## config.mk

```make
export PLATFORM = sky130hd
export DESIGN_NAME = fts_ctrl
export DESIGN_NICKNAME = d
export VERILOG_FILES = /design/src/fts_pkg.sv /design/src/fts_ctrl.sv
export SDC_FILE = /design/constraint.sdc
export NUM_CORES = 1
export LEC_CHECK = 0
export BUFFER_PORTS_ARGS = -buffer_cell sky130_fd_sc_hd__buf_2
export CORE_AREA = 3 3 40 42
export DETAILED_ROUTE_END_ITERATION = 8
export DIE_AREA = 0 0 43 45
export SLEW_MARGIN = 20
export SYNTH_ARGS = -nofsm -noshare
export SYNTH_HDL_FRONTEND = slang
export SYNTH_SLANG_ARGS = --single-unit
```

## constraint.sdc

```tcl
create_clock -name clk_i -period 1.9 [get_ports clk_i]
set_input_delay 0.38 -clock clk_i [delete_from_list [all_inputs] [get_ports clk_i]]
set_output_delay 0.38 -clock clk_i [all_outputs]
set_load 0.05 [all_outputs]
```

## src/fts_pkg.sv

```systemverilog
// fenwick tree prefix sum unit: shared types, widths and codes
// no dependencies; imported by the interfaces, controller, datapath and top level
package fts_pkg;

  localparam int CMD_W    = 2;
  localparam int INDEX_W  = 10;
  localparam int AMOUNT_W = 16;
  localparam int SUM_W    = 32;
  localparam int SIZE_W   = 11;

  localparam logic [SIZE_W-1:0] SIZE_RST = 11'd1024;

  typedef enum logic [CMD_W-1:0] {
    CMD_CLEAR  = 2'd0,
    CMD_ADD    = 2'd1,
    CMD_PREFIX = 2'd2,
    CMD_RANGE  = 2'd3
  } cmd_e;

  typedef enum logic [3:0] {
    ST_INIT,
    ST_IDLE,
    ST_CLEAR,
    ST_ADD_RD,
    ST_ADD_WR,
    ST_QRY_A,
    ST_QRY_B,
    ST_DRAIN,
    ST_DONE
  } state_e;

  // controller to datapath
  typedef struct packed {
    logic load;
    logic clr_wr;
    logic add_wr;
    logic q_issue;
    logic load_b;
    logic out_load;
  } ctrl_cmd_t;

  // datapath to controller
  typedef struct packed {
    logic pos_zero;
    logic pos_in_range;
    logic clr_last;
    logic out_free;
  } ctrl_sts_t;

endpackage

```

## src/fts_ctrl.sv

```systemverilog
// fenwick tree prefix sum unit: sequencing state machine
// depends on fts_pkg for the state, command and status types
module fts_ctrl
  import fts_pkg::*;
(
  input  logic       clk_i,
  input  logic       rst_ni,
  input  logic       in_valid_i,
  input  logic [1:0] in_command_i,
  input  logic       is_range_i,
  input  ctrl_sts_t  sts_i,
  output logic       in_ready_o,
  output ctrl_cmd_t  cmd_o
);

  state_e state_q, state_d;
  cmd_e   in_cmd;

  assign in_cmd = cmd_e'(in_command_i);

  // state register
  always_ff @(posedge clk_i or negedge rst_ni) begin
    if (!rst_ni) begin
      state_q <= ST_INIT;
    end else begin
      state_q <= state_d;
    end
  end

  // next state
  always_comb begin
    state_d = state_q;
    case (state_q)
      ST_INIT: begin
        if (sts_i.clr_last) state_d = ST_IDLE;
      end
      ST_IDLE: begin
        if (in_valid_i) begin
          case (in_cmd)
            CMD_CLEAR: state_d = ST_CLEAR;
            CMD_ADD:   state_d = ST_ADD_RD;
            default:   state_d = ST_QRY_A;
          endcase
        end
      end
      ST_CLEAR: begin
        if (sts_i.clr_last) state_d = ST_DONE;
      end
      ST_ADD_RD: begin
        if (sts_i.pos_zero || !sts_i.pos_in_range) state_d = ST_DONE;
        else state_d = ST_ADD_WR;
      end
      ST_ADD_WR: begin
        state_d = ST_ADD_RD;
      end
      ST_QRY_A: begin
        if (sts_i.pos_zero) state_d = is_range_i ? ST_QRY_B : ST_DRAIN;
      end
      ST_QRY_B: begin
        if (sts_i.pos_zero) state_d = ST_DRAIN;
      end
      ST_DRAIN: begin
        state_d = ST_DONE;
      end
      ST_DONE: begin
        if (sts_i.out_free) state_d = ST_IDLE;
      end
      default: begin
        state_d = ST_INIT;
      end
    endcase
  end

  // outputs
  always_comb begin
    in_ready_o       = (state_q == ST_IDLE);
    cmd_o            = '0;
    cmd_o.load       = (state_q == ST_IDLE) && in_valid_i;
    cmd_o.clr_wr     = (state_q == ST_INIT) || (state_q == ST_CLEAR);
    cmd_o.add_wr     = (state_q == ST_ADD_WR);
    cmd_o.q_issue    = ((state_q == ST_QRY_A) || (state_q == ST_QRY_B)) && !sts_i.pos_zero;
    cmd_o.load_b     = (state_q == ST_QRY_A) && sts_i.pos_zero && is_range_i;
    cmd_o.out_load   = (state_q == ST_DONE) && sts_i.out_free;
  end

endmodule

```

== After elaboration in Yosys (flattened, before gate mapping) ==
Cells that the tools add are included.
Storage, ports and cells
  flip-flop bits (word level): 4
  latch bits: 0
  bits in writable memories: 0
  ROM bits: 0
  output and inout port bits: 7
  memories kept: 0
Cells by class
  $add $sub $neg: 0
  $mul: 0
  divide/modulo/power cells: 0
  magnitude comparators: 0
  equality and inequality tests: 15
  shift-type cells: 0
  multiplexer cells: 10
  bitwise logic cells: 0
  reductions and logical operators: 13
Operators with widths (number)
  4-bit one-hot mux with 9 select lines: 1
  4-bit two-way mux: 7
  4-bit by 3-bit == test with 1-bit output (second input constant): 4
  2-bit != test (second input constant): 6
  4-bit by 2-bit == test with 1-bit output (second input constant): 2
  3-bit one-hot mux with 2 select lines: 1
  6-bit AND reduction: 1
  1-bit logical AND: 5
  4-bit by 1-bit == test with 1-bit output (second input constant): 1
  4-bit == test (second input constant): 1
  4-bit zero test: 1
  1-bit logical OR: 3
  2-bit by 1-bit == test with 1-bit output (second input constant): 1
  1-bit zero test: 2
  2-bit zero test: 1
  1-bit two-way mux: 1

== Longest topological paths before layout ==
  word-level depth: 4
  mapped depth: 5
  gate-level depth less buffers: 4

== Least setup slack after synthesis ==
OpenSTA, ideal clock, no wires.
  path type: register to output
  from: reg state_q[0]
  to: out cmd_o[5] in the netlist's numbering
  arrival: 2409 ps
  path slack: -889 ps
  stages on the path, launching flop included: 5
  cells stage by stage: dfrtp_1 clkbuf_1 nand2_1 nor3_1 and2_1
RTL lines
  from (decl): line fts_ctrl.sv:16  | state_e state_q, state_d;
  from (signal assigned): line fts_ctrl.sv:26  | state_q <= state_d;
  to (decl): line fts_ctrl.sv:13  | output ctrl_cmd_t cmd_o

==> summary.json <==
{
  "total_leakage_power": {"value": 0.249, "unit": "nW"},
  "ys_warn_count": {"value": 0},
  "ys_dominant_reg_cell": {"value": "sky130_fd_sc_hd__dfrtp_1"},
  "power.total": {"value": 1.06, "unit": "mW"},
  "die-area": {"value": 1940, "unit": "sq um"},
  "critPathLaunchType": {"value": "register"},
  "io_pins": {"value": 17},
  "criticalPathCategory": {"value": "register to primary output"},
  "cts.reportedPaths.clkPinSlew": {"value": 0.04, "unit": "ns"},
  "start_util": {"value": 0.302},
  "cts_buffers": {"value": 3},
  "dp.final_hpwl": {"value": 729, "unit": "microns"},
  "most_frequent_standard_cell_in_the_layout_excluding_fill_and_tap_cells": {"value": "sky130_fd_sc_hd__buf_2"},
  "whs": {"value": 0.443, "unit": "ns"},
  "gr-total-overflow": {"value": 0},
  "routed_length_per_placed_instance": {"value": 11.9, "unit": "microns"},
  "first_pass_iters": {"value": 4},
  "number_of_flops_mapped_to_enable_cells_by_yosys": {"value": 0},
  "placeableCoreArea": {"value": 1280, "unit": "sq um"},
  "first_pass_grt_wire_length": {"value": 1.63, "unit": "mm"},
  "util_after_layout": {"value": 0.418},
  "drt-vias-per-instance": {"value": 5.00},
  "iteration_0_drc_markers": {"value": 7},
  "clock_path_buffers": {"value": 2},
  "critical_path.reg2reg.endpoint": {"value": "state_q[0]$_DFFE_PN0P_"},
  "mostFrequentLayoutCells": {"value": "sky130_fd_sc_hd__buf_2, sky130_fd_sc_hd__nor2_1, sky130_fd_sc_hd__clkbuf_4"},
  "post_route_cells_drive_above_1_share": {"value": 0.426},
  "gp_congestion": {"value": 0.812},
  "postPlaceCellArea": {"value": 498, "unit": "sq um"},
  "synth_nets": {"value": 59},
  "core.rowCount": {"value": 13},
  "hold_path_class": {"value": "input pin to register"},
  "hold_viol": {"value": 0},
  "maxSlewHeadroom": {"value": 0.805},
  "r2r_setup_slack": {"value": 0.35, "unit": "ns"},
  "cts_tree": {"value": "built"},
  "synth_area_per_cell": {"value": 7.92, "unit": "sq um"},
  "synth.top_cell.area_share": {"value": 0.258},
  "layout_worst_path_cycle_share": {"value": 0.956},
  "top_register": {"value": "state_q"},
  "antenna_violation_net_count_after_detailed_routing": {"value": 0},
  "postSynthRegisterBits": {"value": 4},
  "post_cts.repair.setup_buffers": {"value": 0},
  "areaGrowthSynthToFinish": {"value": 38.4, "unit": "%"},
  "crit_required": {"value": 1.52, "unit": "ns"},
  "place.port_buffers": {"value": 16},
  "die_width": {"value": 43, "unit": "microns"},
  "setup-violations-final": {"value": 0},
  "cts.sink_count": {"value": 4},
  "reg2reg_depth": {"value": 4},
  "max_slew.worst_pin.slew": {"value": 0.293, "unit": "ns"},
  "first_global_vias": {"value": 377},
  "critPathMaxFanout": {"value": 10},
  "clk_root_buffer_cell": {"value": "sky130_fd_sc_hd__clkbuf_4"},
  "largest_register_ff_count": {"value": 4},
  "finished_cell_area": {"value": 537, "unit": "sq um"},
  "power_density": {"value": 1970, "unit": "nW/um^2"},
  "pin_count_of_the_biggest_net_entering_global_routing": {"value": 11},
  "htreeDepth": {"value": 1},
  "antenna_cells": {"value": 0},
  "syn-instance-count": {"value": 49},
  "top_flop_regs": {"value": "state_q: 4 flops"},
  "wirelength": {"value": 985, "unit": "microns"},
  "share_of_synthesized_flip_flops_with_an_asynchronous_set_or_reset": {"value": 1.00},
  "arrival": {"value": 1.44, "unit": "ns"},
  "die_height": {"value": 45, "unit": "microns"},
  "vdd.ir_drop.worst": {"value": 949, "unit": "uV"},
  "fmax": {"value": 551, "unit": "MHz"},
  "synthDominantAreaCellType": {"value": "sky130_fd_sc_hd__dfrtp_1"},
  "synth.cell_area": {"value": 388, "unit": "sq um"},
  "max_cap_viol_count": {"value": 0},
  "clock_insertion_delay_at_the_later_pin_of_the_skew_report": {"value": 0.24, "unit": "ns"},
  "setup.worst_path.end": {"value": "cmd_o[5]"},
  "outcome": {"value": "complete, no violations"},
  "finalWorstPathRequiredPeriod": {"value": 1.82, "unit": "ns"},
  "number_of_unique_standard_cell_types_used_by_synthesis": {"value": 26},
  "dr_total_vias": {"value": 415},
  "detail_route.drc_violations": {"value": 0},
  "timing.critical_path.to_type": {"value": "primary output"},
  "finalClockSkew": {"value": 0.00559, "unit": "ns"},
  "unrepaired_setup_endpoints_after_global_routing": {"value": "false"},
  "crit-reg2reg-launch": {"value": "state_q[0]$_DFFE_PN0P_"},
  "layout.nets": {"value": 80},
  "gr-usage-all-layers": {"value": 0.120},
  "antenna_found_initial": {"value": 0},
  "crit_path_start": {"value": "state_q[1]$_DFFE_PN0P_"},
  "netlist_top_cells_area": {"value": "sky130_fd_sc_hd__dfrtp_1, sky130_fd_sc_hd__nand2b_1, sky130_fd_sc_hd__nor3_1, sky130_fd_sc_hd__nor2_1, sky130_fd_sc_hd__nor2b_1"},
  "timing.final.max_slew_violations": {"value": 0},
  "ys_seq_area_frac": {"value": 0.258}
}
worst min path at each step:
| stage | to | slack, ns | from | cells after the start |
|---|---|---|---|---|
| 2_1_floorplan | state_q[0]$_DFFE_PN0P_ | 0.08 | rst_ni | 0 |
| 5_1_grt | state_q[3]$_DFFE_PN0P_ | 0.49 | sts_i[0] | 3 |
| 3_5_place_dp | state_q[2]$_DFFE_PN0P_ | 0.18 | rst_ni | 1 |
| 3_3_place_gp | state_q[2]$_DFFE_PN0P_ | 0.19 | rst_ni | 1 |
| 4_1_cts | state_q[3]$_DFFE_PN0P_ | 0.44 | sts_i[0] | 3 |
| 6_report | state_q[3]$_DFFE_PN0P_ | 0.44 | sts_i[0] | 3 |
power by group:
group / internal, mW / total (mW) / leakage, nW / switching [mW]
registers: 0.130 / 0.206 / 0.0493 / 0.0757
clock network: 0.0708 / 0.107 / 0.0138 / 0.0365
logic: 0.297 / 0.743 / 0.186 / 0.445
synth_stat cells (2+ instances only):
cell type,count
sky130_fd_sc_hd__nor2_1,5
sky130_fd_sc_hd__dfrtp_1,4
sky130_fd_sc_hd__nand2_1,4
sky130_fd_sc_hd__nand2b_1,4
sky130_fd_sc_hd__nor3_1,4
sky130_fd_sc_hd__nor2b_1,3
sky130_fd_sc_hd__o21ai_0,3
sky130_fd_sc_hd__a21oi_1,2
sky130_fd_sc_hd__and2_1,2
sky130_fd_sc_hd__nand3b_1,2
per-layer routing:
metal	global-route usage	vias up	share of wire
met5	0	-	0
met4	0.0904	0	0.029
met3	0.0359	4	0.057
met2	0.165	15	0.48
met1	0.157	188	0.43
li1	-	208	-
critical path, cell delays in order (launching register included):
cell                       delay [ns]
sky130_fd_sc_hd__dfrtp_2         0.47
sky130_fd_sc_hd__inv_1           0.12
sky130_fd_sc_hd__nand2_1         0.12
sky130_fd_sc_hd__nor3_4          0.14
sky130_fd_sc_hd__and2_1          0.13
sky130_fd_sc_hd__clkbuf_4        0.22
logic make-up (layout without fill, tap and decap cells):
family	after synthesis	after routing	synth area share
xor+xnor	1	1	0.0226
simple gates	29	29	0.445
mux	2	2	0.0645
flops	4	4	0.258
buf+inv	5	24	0.0806
compound gates	8	8	0.129
layout make-up:
class / count / area, sq um
flip-flops and latches: 4 / 101
repair buffers: 20 / 118
well taps: 15 / 18.8
fillers: 138 / 748
inverters: 1 / 3.75
clock buffers: 3 / 22.5
multi-input cells: 40 / 273
stage by stage:
stage          setup slack, ns  setup TNS [ns]  std cells
6_report                0.0844               0         83
5_1_grt                0.00999               0         83
4_1_cts                0.00430               0         83
3_5_place_dp             0.270               0         79
3_3_place_gp             0.290               0         79
2_1_floorplan           -0.244          -0.784         49
timing repair:
item,CTS,global route
hold buffers,1,0
endpoints found under the hold margin,4,0
gates resized for setup,0,3
setup endpoints to repair,0,3
Power figures use the tool's default switching activity.
